--- config.mk ---
export PLATFORM = sky130hd
export DESIGN_NAME = csem_window_eval
export DESIGN_NICKNAME = d
export VERILOG_FILES = /design/src/color_similarity_edge_mask_core_defines.svh /design/src/csem_pkg.sv /design/src/csem_window_eval.sv
export SDC_FILE = /design/constraint.sdc
export NUM_CORES = 1
export LEC_CHECK = 0
export ABC_AREA = 1
export ABC_CLOCK_PERIOD_IN_PS = 13500
export BUFFER_PORTS_ARGS = -buffer_cell sky130_fd_sc_hd__buf_2
export CAP_MARGIN = 20
export CORE_ASPECT_RATIO = 1.1
export CORE_MARGIN = 2
export CORE_UTILIZATION = 57
export DETAILED_ROUTE_END_ITERATION = 16
export GPL_TIMING_DRIVEN = 0
export PLACE_DENSITY = 0.82
export SLEW_MARGIN = 20
export SYNTH_ARGS = -nofsm -noshare
export SYNTH_HDL_FRONTEND = slang
export SYNTH_SLANG_ARGS = --single-unit
--- constraint.sdc ---
create_clock -name vclk -period 13.5
set_input_delay 2.7 -clock vclk [all_inputs]
set_output_delay 2.7 -clock vclk [all_outputs]
set_load 0.03 [all_outputs]
--- src/color_similarity_edge_mask_core_defines.svh ---
// ----------------------------------------------------------------------------
// Assertion macros for the color similarity edge mask core
// Shared concurrent check forms, clocked on clk_i and disabled in reset.
// ----------------------------------------------------------------------------
`ifndef COLOR_SIMILARITY_EDGE_MASK_CORE_DEFINES_SVH
`define COLOR_SIMILARITY_EDGE_MASK_CORE_DEFINES_SVH

// same-cycle implication
`define CSEM_ASSERT_SAME(lbl, ante, cons) \
  lbl: assert property (@(posedge clk_i) disable iff (!rst_ni) (ante) |-> (cons)) \
    else $error("csem check failed");

// next-cycle implication
`define CSEM_ASSERT_NEXT(lbl, ante, cons) \
  lbl: assert property (@(posedge clk_i) disable iff (!rst_ni) (ante) |=> (cons)) \
    else $error("csem check failed");

`endif

--- src/csem_pkg.sv ---
// ----------------------------------------------------------------------------
// csem_pkg
// Types, constants and helpers of the color similarity edge mask core.
// ----------------------------------------------------------------------------
package csem_pkg;

  localparam int MaxWidth  = 2048;
  localparam int MaxHeight = 2048;

  localparam int DimW     = 12;
  localparam int ColW     = $clog2(MaxWidth);
  localparam int RowW     = $clog2(MaxHeight);
  localparam int InRowW   = RowW + 1;
  localparam int ChanW    = 8;
  localparam int CountW   = 4;
  localparam int WinW     = 9;
  localparam int CfgIdxW  = 3;
  localparam int CfgDataW = 12;
  localparam int LineW    = 2;

  localparam logic [DimW-1:0]  ResetWidth  = DimW'(640);
  localparam logic [DimW-1:0]  ResetHeight = DimW'(480);
  localparam logic [ChanW-1:0] ResetTol    = ChanW'(16);
  localparam logic [CountW-1:0] FullCount  = CountW'(8);

  localparam logic ActPixel = 1'b0;
  localparam logic ActFlush = 1'b1;

  typedef enum logic [CfgIdxW-1:0] {
    CfgImageWidth  = 3'd0,
    CfgImageHeight = 3'd1,
    CfgSeedRed     = 3'd2,
    CfgSeedGreen   = 3'd3,
    CfgSeedBlue    = 3'd4,
    CfgTolerance   = 3'd5
  } csem_cfg_e;

  typedef struct packed {
    logic [ChanW-1:0] red;
    logic [ChanW-1:0] green;
    logic [ChanW-1:0] blue;
  } csem_seed_t;

  typedef struct packed {
    logic top;
    logic bottom;
    logic left;
    logic right;
  } csem_border_t;

  typedef struct packed {
    logic              similar;
    logic              edge_flag;
    logic [CountW-1:0] count;
  } csem_result_t;

  // last valid index of a dimension clamped to [2, lim], so the index lies in [1, lim-1]
  function automatic logic [DimW-1:0] dim_last(input logic [DimW-1:0] v,
                                               input logic [DimW-1:0] lim);
    logic [DimW-1:0] r;
    if (v < DimW'(2)) begin
      r = DimW'(1);
    end else if (v > lim) begin
      r = lim - DimW'(1);
    end else begin
      r = v - DimW'(1);
    end
    return r;
  endfunction

endpackage

--- src/csem_window_eval.sv ---
// ----------------------------------------------------------------------------
// csem_window_eval
// Border-masked neighbor count and edge flag of a 3x3 similarity window.
// ----------------------------------------------------------------------------
module csem_window_eval (
  input  logic [csem_pkg::WinW-1:0] win_i,
  input  csem_pkg::csem_border_t    border_i,
  output csem_pkg::csem_result_t    result_o
);
  import csem_pkg::*;

  always_comb begin
    logic [CountW-1:0] cnt;
    logic              keep;
    logic              center;
    cnt    = '0;
    center = win_i[4];
    // bit index = 3 * column + row, row 0 on top, column 0 on the left
    for (int dj = 0; dj < 3; dj++) begin
      for (int di = 0; di < 3; di++) begin
        keep = !(di == 1 && dj == 1);
        if (di == 0 && border_i.top)    keep = 1'b0;
        if (di == 2 && border_i.bottom) keep = 1'b0;
        if (dj == 0 && border_i.left)   keep = 1'b0;
        if (dj == 2 && border_i.right)  keep = 1'b0;
        if (keep && win_i[3*dj+di]) begin
          cnt = cnt + CountW'(1);
        end
      end
    end
    result_o.similar   = center;
    result_o.count     = center ? cnt : '0;
    result_o.edge_flag = center && (cnt != FullCount);
  end

endmodule

==> summary.txt <==
Area share of the largest cell type after synthesis - 21.8%
Sequential share of the synthesized area - 0%
Die outline area - 1970 um2
CP endpoint kind - output port
Synthesis Warnings - 0
RSZ-0062 raised after global routing - no
Final hold vios - 0
Wire per inst - 10.3 um
Worst slack, placed - 4.25 ns
Placed cell count - 208
RD Place Congestion - 0.818
Synth Instances - 172
Reg area - 0 um2
Slew Limit Fails - 0
Initial Utilization - 59.7%
Max VDD drop - 0.0279 mV
Residual DRC - 0
Number of sequential cells - 0
Die Width - 42.5 um
Area grow syn2layout - 12.5%
Vias in the first global route - 960
Row count - 15
Core ar. - 1560 um2
CLK BUF - 0
Non-Filler Instances - 208
DIE HEIGHT - 46.4 um
Worst-margin pin slew - 0.300 ns
Pin count of the biggest net entering global routing - 8
CP Launch Type - input pin
Total Wirelength - 2140 um
Setup Total Neg Slack - 0 ns
Pleak - 0.683 nW
Antenna violations before repair - 0
Yosys cell types - 21
Antenna-violating nets left - 0
Fin crit period - 9.26 ns
Final WS setup - 4.24 ns
Synthesized area - 930 um2
Largest area contributor in the netlist - nand2_1
Grt ovf - 0
Final setup vio count - 0
Hold Path Class - in -> out
FMAX - 108 MHz
Dominant cells by area after synthesis - nand2_1 22%, nand3_1 17%, inv_1 13%, ha_1 11%, nand2_2 6.7%
CP Max Fanout - 5
Net Count, Synth - 193
Via count - 1073
PwrDens - 38.9 nW/um2
Dpl hpwl - 1910 um
CP dominant cell by count - nand2_1
Final period util - 68.6%
CTS-repair resized insts - 0
Slew HR - 80.0%
Area occupied by multi-input gates - 802 um2
Crit Path Class - in -> out
Max_cap viols - 0
DRT Pass-1 Iters - 4
Data required, critical path - 10.80 ns
First-pass GRT wire length - 3740 um
Ports - 19
Max incr delay on CP - 0.33 ns
Antenna Cells - 0
Fillers - 169
Outcome - complete, no violations
Total GRT Usage - 23.4%
Layout cells sized above 1 - 25.7%
Mean Syn Cell Area - 5.40 um2
Worst path slowest cell - ha_1
Buffers on Ports - 19
Setup Buffers After CTS - 0
Drt initial violations - 17
CP arrival - 6.56 ns
Hold_buf cts - 0
Via density - 5.16
Layout Nets - 214
routing by layer:
metal  part of all wire (%)  track usage, %  up-vias  wire length (um)
met4                      0            2.50        0                 0
met1                     45            28.7      475               971
met3                    2.8               0        0                59
li1                       -               -      575                 -
met5                      0               0        -                 0
met2                     52            47.4       23              1110
where the power goes:
part,internal (mW),switching [mW],total (mW)
clock,0,0,0
sequential,0,0,0
combinational,0.0139,0.0268,0.0407
total,0.0139,0.0268,0.0407
final cells by class:
type | count | share of cell area [%]
multi-input combinational | 139 | 76.7
inverter | 32 | 11.5
timing repair buffer | 19 | 9.09
tap | 17 | 2.03
buffer | 1 | 0.718
cells in the final DEF (no fill, tap or decap):
master,n
inv_1,31
clkinv_1,1
ha_1,8
nand3_4,2
or2_2,2
o21ai_0,1
nor2_4,3
o21bai_1,1
nand3b_1,1
buf_2,19
nor2_2,1
buf_4,1
a21oi_1,1
nor2_1,11
a21oi_2,1
nand3_2,5
nand4_1,1
nand2_1,54
nand3_1,31
nand2_2,10
or2_1,1
nand2_4,5
cells by family (layout without fill, tap and decap cells):
family / count (synthesis) / in the layout / share of synthesized area [%]
adder cells (fa/ha/maj): 8 / 8 / 10.8
AND/OR/NAND/NOR: 127 / 127 / 72.7
buffers and inverters: 33 / 52 / 13.7
AO/OA/AOI/OAI: 4 / 4 / 2.83
through the flow:
step	power (mW)	hold WS (ns)	cell area [um2]	util, %
6_report	0.0407	5.76	1050	67.1
5_1_grt	0.0462	5.77	1050	67.1
4_1_cts	0.0408	5.76	1050	67.1
3_5_place_dp	0.0406	5.76	1050	67.1
3_3_place_gp	0.0387	5.75	1050	67.1
2_1_floorplan	0.0316	5.53	930	-
path summary, 6_finish.rpt:
check | startpoint | to | slack, ns | depth (start not counted)
worst max-delay path | border_i[3] | result_o[4] | 4.24 | 30
worst min-delay path | win_i[4] | result_o[5] | 5.76 | 3
critical path, delay by kind of cell:
family                     cells  cell delay [ns]
adders and majority gates      4             1.19
and+or+nand+nor               19             2.06
buffers and inverters          7             0.59
cells in the mapped netlist (2+ instances only):
library cell	number
nand2_1	54
or2_2	2
nand2_4	5
nand3_1	31
ha_1	8
inv_1	31
nand3_2	5
nor2_1	11
nor2_4	3
nand3_4	2
nand2_2	10
Note: power is estimated with default switching activity, not from simulation.
