### config.mk
export PLATFORM = sky130hd
export DESIGN_NAME = csem_color_match
export DESIGN_NICKNAME = d
export VERILOG_FILES = /design/src/color_similarity_edge_mask_core_defines.svh /design/src/csem_pkg.sv /design/src/csem_color_match.sv
export SDC_FILE = /design/constraint.sdc
export NUM_CORES = 1
export LEC_CHECK = 0
export ABC_AREA = 1
export BUFFER_PORTS_ARGS = -buffer_cell sky130_fd_sc_hd__buf_2
export CAP_MARGIN = 20
export CORE_ASPECT_RATIO = 0.5
export CORE_MARGIN = 10
export CORE_UTILIZATION = 40
export DETAILED_ROUTE_END_ITERATION = 8
export PLACE_DENSITY = 0.7
export RECOVER_POWER = 100
export SETUP_SLACK_MARGIN = 0.02
export SYNTH_ARGS = -nofsm -noshare
export SYNTH_HDL_FRONTEND = slang
export SYNTH_SLANG_ARGS = --single-unit
### constraint.sdc
create_clock -name vclk -period 5.51
set_clock_uncertainty 0.2 [all_clocks]
set_input_delay 1.102 -clock vclk [all_inputs]
set_output_delay 1.102 -clock vclk [all_outputs]
set_load 0.05 [all_outputs]
### src/color_similarity_edge_mask_core_defines.svh
// ----------------------------------------------------------------------------
// Assertion macros for the color similarity edge mask core
// Shared concurrent check forms, clocked on clk_i and disabled in reset.
// ----------------------------------------------------------------------------
`ifndef COLOR_SIMILARITY_EDGE_MASK_CORE_DEFINES_SVH
`define COLOR_SIMILARITY_EDGE_MASK_CORE_DEFINES_SVH

// same-cycle implication
`define CSEM_ASSERT_SAME(lbl, ante, cons) \
  lbl: assert property (@(posedge clk_i) disable iff (!rst_ni) (ante) |-> (cons)) \
    else $error("csem check failed");

// next-cycle implication
`define CSEM_ASSERT_NEXT(lbl, ante, cons) \
  lbl: assert property (@(posedge clk_i) disable iff (!rst_ni) (ante) |=> (cons)) \
    else $error("csem check failed");

`endif

### src/csem_pkg.sv
// ----------------------------------------------------------------------------
// csem_pkg
// Types, constants and helpers of the color similarity edge mask core.
// ----------------------------------------------------------------------------
package csem_pkg;

  localparam int MaxWidth  = 2048;
  localparam int MaxHeight = 2048;

  localparam int DimW     = 12;
  localparam int ColW     = $clog2(MaxWidth);
  localparam int RowW     = $clog2(MaxHeight);
  localparam int InRowW   = RowW + 1;
  localparam int ChanW    = 8;
  localparam int CountW   = 4;
  localparam int WinW     = 9;
  localparam int CfgIdxW  = 3;
  localparam int CfgDataW = 12;
  localparam int LineW    = 2;

  localparam logic [DimW-1:0]  ResetWidth  = DimW'(640);
  localparam logic [DimW-1:0]  ResetHeight = DimW'(480);
  localparam logic [ChanW-1:0] ResetTol    = ChanW'(16);
  localparam logic [CountW-1:0] FullCount  = CountW'(8);

  localparam logic ActPixel = 1'b0;
  localparam logic ActFlush = 1'b1;

  typedef enum logic [CfgIdxW-1:0] {
    CfgImageWidth  = 3'd0,
    CfgImageHeight = 3'd1,
    CfgSeedRed     = 3'd2,
    CfgSeedGreen   = 3'd3,
    CfgSeedBlue    = 3'd4,
    CfgTolerance   = 3'd5
  } csem_cfg_e;

  typedef struct packed {
    logic [ChanW-1:0] red;
    logic [ChanW-1:0] green;
    logic [ChanW-1:0] blue;
  } csem_seed_t;

  typedef struct packed {
    logic top;
    logic bottom;
    logic left;
    logic right;
  } csem_border_t;

  typedef struct packed {
    logic              similar;
    logic              edge_flag;
    logic [CountW-1:0] count;
  } csem_result_t;

  // last valid index of a dimension clamped to [2, lim], so the index lies in [1, lim-1]
  function automatic logic [DimW-1:0] dim_last(input logic [DimW-1:0] v,
                                               input logic [DimW-1:0] lim);
    logic [DimW-1:0] r;
    if (v < DimW'(2)) begin
      r = DimW'(1);
    end else if (v > lim) begin
      r = lim - DimW'(1);
    end else begin
      r = v - DimW'(1);
    end
    return r;
  endfunction

endpackage

### src/csem_color_match.sv
// ----------------------------------------------------------------------------
// csem_color_match
// Per-channel absolute difference against the seed color and tolerance test.
// ----------------------------------------------------------------------------
module csem_color_match (
  input  logic [csem_pkg::ChanW-1:0] red_i,
  input  logic [csem_pkg::ChanW-1:0] green_i,
  input  logic [csem_pkg::ChanW-1:0] blue_i,
  input  csem_pkg::csem_seed_t       seed_i,
  input  logic [csem_pkg::ChanW-1:0] tol_i,
  output logic                       match_o
);
  import csem_pkg::*;

  function automatic logic close(input logic [ChanW-1:0] a,
                                 input logic [ChanW-1:0] b,
                                 input logic [ChanW-1:0] tol);
    logic [ChanW-1:0] d;
    d = (a > b) ? (a - b) : (b - a);
    return d <= tol;
  endfunction

  assign match_o = close(red_i, seed_i.red, tol_i) &&
                   close(green_i, seed_i.green, tol_i) &&
                   close(blue_i, seed_i.blue, tol_i);

endmodule

==> insert_results.sql <==
INSERT INTO impl_metrics (metric_group, metric, value, unit) VALUES
('timing', 'post-route-min-period', '5.12', 'ns'),
('job', 'timing.max_cap.violations', '0', ''),
('cells_and_area', 'clkbuf_count', '0', ''),
('floorplanning', 'die_w', '143', 'um'),
('placement', 'dp.final_hpwl', '6330', 'um'),
('hold_path', 'min_delay_path_depth', '7', ''),
('global_route', 'grt_remaining_overflow', '0', ''),
('timing', 'setup_viol_count_final', '0', ''),
('clock_network', 'cts.repair_timing.setup_buffer_count', '0', ''),
('placement', 'port_buffers', '57', ''),
('critical_path', 'cpMaxStageDelayCell', 'fa_1', ''),
('cells_and_area', 'layout_commonest_cell', 'nand2_1', ''),
('timing', 'timing.final.max_slew_violations', '0', ''),
('power_and_ir_drop', 'power.density_cell_area', '120', 'mW/mm2'),
('synthesis', 'syn_nets', '663', ''),
('critical_path', 'cp_cell_sequence', 'buf_2, inv_1, ha_1, inv_1, fa_1, nand3_1, nand2_1, nand2_1, nand2_1, nand2_1, inv_1, nand3_1, nand2_1, ha_1, a21oi_1, o21a_1, nand2_1, nand2_1, nand2_1, nor2_1, clkbuf_2', ''),
('critical_path', 'critical_path.max_stage_delay', '0.40', 'ns'),
('cells_and_area', 'nNetsFinal', '714', ''),
('timing', 'timing.fmax', '0.195', 'GHz'),
('floorplanning', 'std_cell_rows', '22', ''),
('cells_and_area', 'most-common-layout-cells', 'nand2_1, inv_1, ha_1, buf_2, nand3_1', ''),
('power_and_ir_drop', 'power_frac_seq', '0', ''),
('detailed_routing', 'detail-route-antenna-nets', '0', ''),
('cells_and_area', 'syn_to_final_growth', '11.2', '%'),
('global_route', 'grt_pass1_vias', '2972', ''),
('timing', 'slew-limit-headroom', '0.786', ''),
('synthesis', 'synth.area.top_cells', 'ha_1, nand2_1, inv_1, nand3_1, a21oi_1', ''),
('power_and_ir_drop', 'max-vdd-ir-drop', '0.0503', 'mV'),
('global_route', 'grt_antenna_before_repair', '0', ''),
('timing', 'post-route-period-util', '0.929', ''),
('critical_path', 'critical-path-top-cell-by-count', 'nand2_1', ''),
('hold_path', 'hold-path-endpoint', 'match_o', ''),
('synthesis', 'syn-mean-instance-area', '5.71', 'um2'),
('detailed_routing', 'wire_length_after_detailed_routing', '6970', 'um'),
('cells_and_area', 'count_of_flip_flops_and_latches', '0', ''),
('placement', 'finalWeightedCongestion', '0.916', ''),
('detailed_routing', 'via_per_inst', '4.57', ''),
('floorplanning', 'coreArea', '0.00735', 'mm2'),
('cells_and_area', 'drive_above_1_share', '0.127', ''),
('detailed_routing', 'post_dr_wirelength_cell', '10.3', 'um'),
('cells_and_area', 'n_antenna_cell', '0', ''),
('critical_path', 'critical_path_class', 'in -> out', ''),
('synthesis', 'part_of_the_yosys_area_used_for_sequential_elements', '0', ''),
('detailed_routing', 'drcViolationCount', '0', ''),
('power_and_ir_drop', 'power.share.combinational', '1.000', ''),
('timing', 'tns', '0', 'ns'),
('critical_path', 'cp.buffers_inverters', '5', ''),
('timing', 'rsz_0062_raised_after_global_routing', 'false', ''),
('outcome', 'run_status', 'finished clean', ''),
('synthesis', 'synthesis.instances', '532', ''),
('hold_path', 'worstHoldStart', 'tol_i[0]', ''),
('detailed_routing', 'detail_route.first_pass.iterations', '5', ''),
('timing', 'final_hold_viol_count', '0', ''),
('power_and_ir_drop', 'netSwitchingPower', '245', 'uW'),
('power_and_ir_drop', 'internal-power', '162', 'uW'),
('detailed_routing', 'vias', '3097', ''),
('critical_path', 'worst-path-max-fanout', '7', ''),
('detailed_routing', 'drt_first_iter_violations', '126', ''),
('cells_and_area', 'register_area', '0', 'um2'),
('critical_path', 'worstPathRequired', '4.21', 'ns'),
('synthesis', 'post_synth_top_area_share', '0.284', ''),
('global_route', 'pin_count_of_the_biggest_net_entering_global_routing', '12', ''),
('critical_path', 'cp.arrival', '3.82', 'ns'),
('floorplanning', 'floorplan.die_area', '0.0117', 'mm2'),
('floorplanning', 'initial_core_util', '0.413', ''),
('synthesis', 'synth.yosys.warnings', '0', ''),
('critical_path', 'crit_family', 'simple AND/OR/NAND/NOR gates', ''),
('floorplanning', 'ioPinCount', '57', ''),
('critical_path', 'timing.critical_path.to_type', 'output pin', ''),
('critical_path', 'worstSetupStartpointType', 'input pin', ''),
('power_and_ir_drop', 'power_switching_share', '0.602', '');
==> area by class of cell <==
cell class | count | area (um2)
Inverter | 120 | 453
Tap cell | 96 | 120
Fill cell | 802 | 3970
Timing Repair Buffer | 58 | 293
Multi-Input combinational cell | 403 | 2510
==> through the flow <==
stage | area, um2 | setup slack [ns] | std cells | power [mW] | hold slack [ns]
finish | 3380 | 0.389 | 677 | 0.406 | 2.81
CTS | 3380 | 0.307 | 677 | 0.407 | 2.79
detailed placement | 3380 | 0.306 | 677 | 0.405 | 2.79
floorplan | 3040 | 0.558 | 532 | 0.318 | 2.56
global placement | 3380 | 0.422 | 677 | 0.399 | 2.78
global route | 3380 | 0.0473 | 677 | 0.474 | 2.87
==> timing repair <==
item / 4_1_cts / 5_1_grt
resized for setup: 0 / 1
endpoints found under the setup margin: 0 / 1
hold buffers: 0 / 0
==> worst min-delay path, cell delays in order <==
cell and delay [ns]:
buf_2 0.12, ha_1 0.23, nand4_1 0.07, nand2_1 0.05, nand2_1 0.06, nor2_1 0.03, clkbuf_2 0.23
==> synthesized netlist by cell type <==
cell      instances
inv_4             1
o21a_1            3
nor3_1            1
xor2_1            8
buf_6             3
fa_1              6
xnor2_1           9
o21ai_0           1
a21oi_1          25
nand3_2           4
buf_4             4
nand4_1          11
nand3_1          43
or2_2             1
a21o_1            2
o21ai_1           6
o21ai_2           2
inv_1           119
nor2_1           19
o21bai_1          4
buf_2             2
nand2_1         182
ha_1             69
nand2_2           4
nor2_2            3
==> logic make-up (layout without fill, tap and decap cells) <==
logic type | count (synthesis) | count (layout) | share of synthesized area
xor gates and xnor gates | 17 | 17 | 0.0490
AOI/OAI and AO/OA | 43 | 43 | 0.0807
buffers and inverters | 129 | 178 | 0.173
adders and majority gates | 75 | 75 | 0.324
and+or+nand+nor | 268 | 268 | 0.373
==> power groups by stage <==
| stage | Clock (mW) | Combinational (mW) | Sequential (mW) |
|---|---|---|---|
| after detailed placement | 0 | 0.405 | 0 |
| after floorplan | 0 | 0.318 | 0 |
| after global placement | 0 | 0.399 | 0 |
| after global routing | 0 | 0.474 | 0 |
| after CTS | 0 | 0.407 | 0 |
| final | 0 | 0.406 | 0 |
==> routing by layer <==
metal  vias to the layer above  part of all wire  track usage
li1                       1739                 -            -
met1                      1308              0.51        0.147
met2                        48              0.46        0.218
met3                         2             0.031      0.00748
met4                         0            0.0030      0.00607
met5                         -                 0            0
==> how the worst max path moves through the flow <==
| stage | start | end | slack, ns | cells after the start |
|---|---|---|---|---|
| 2_1_floorplan | blue_i[0] | match_o | 0.56 | 20 |
| 3_3_place_gp | blue_i[0] | match_o | 0.42 | 21 |
| 3_5_place_dp | blue_i[0] | match_o | 0.31 | 21 |
| 4_1_cts | blue_i[0] | match_o | 0.31 | 21 |
| 5_1_grt | blue_i[0] | match_o | 0.05 | 21 |
| 6_report | red_i[0] | match_o | 0.39 | 21 |
No activity file was read; power rests on OpenSTA's default activity.
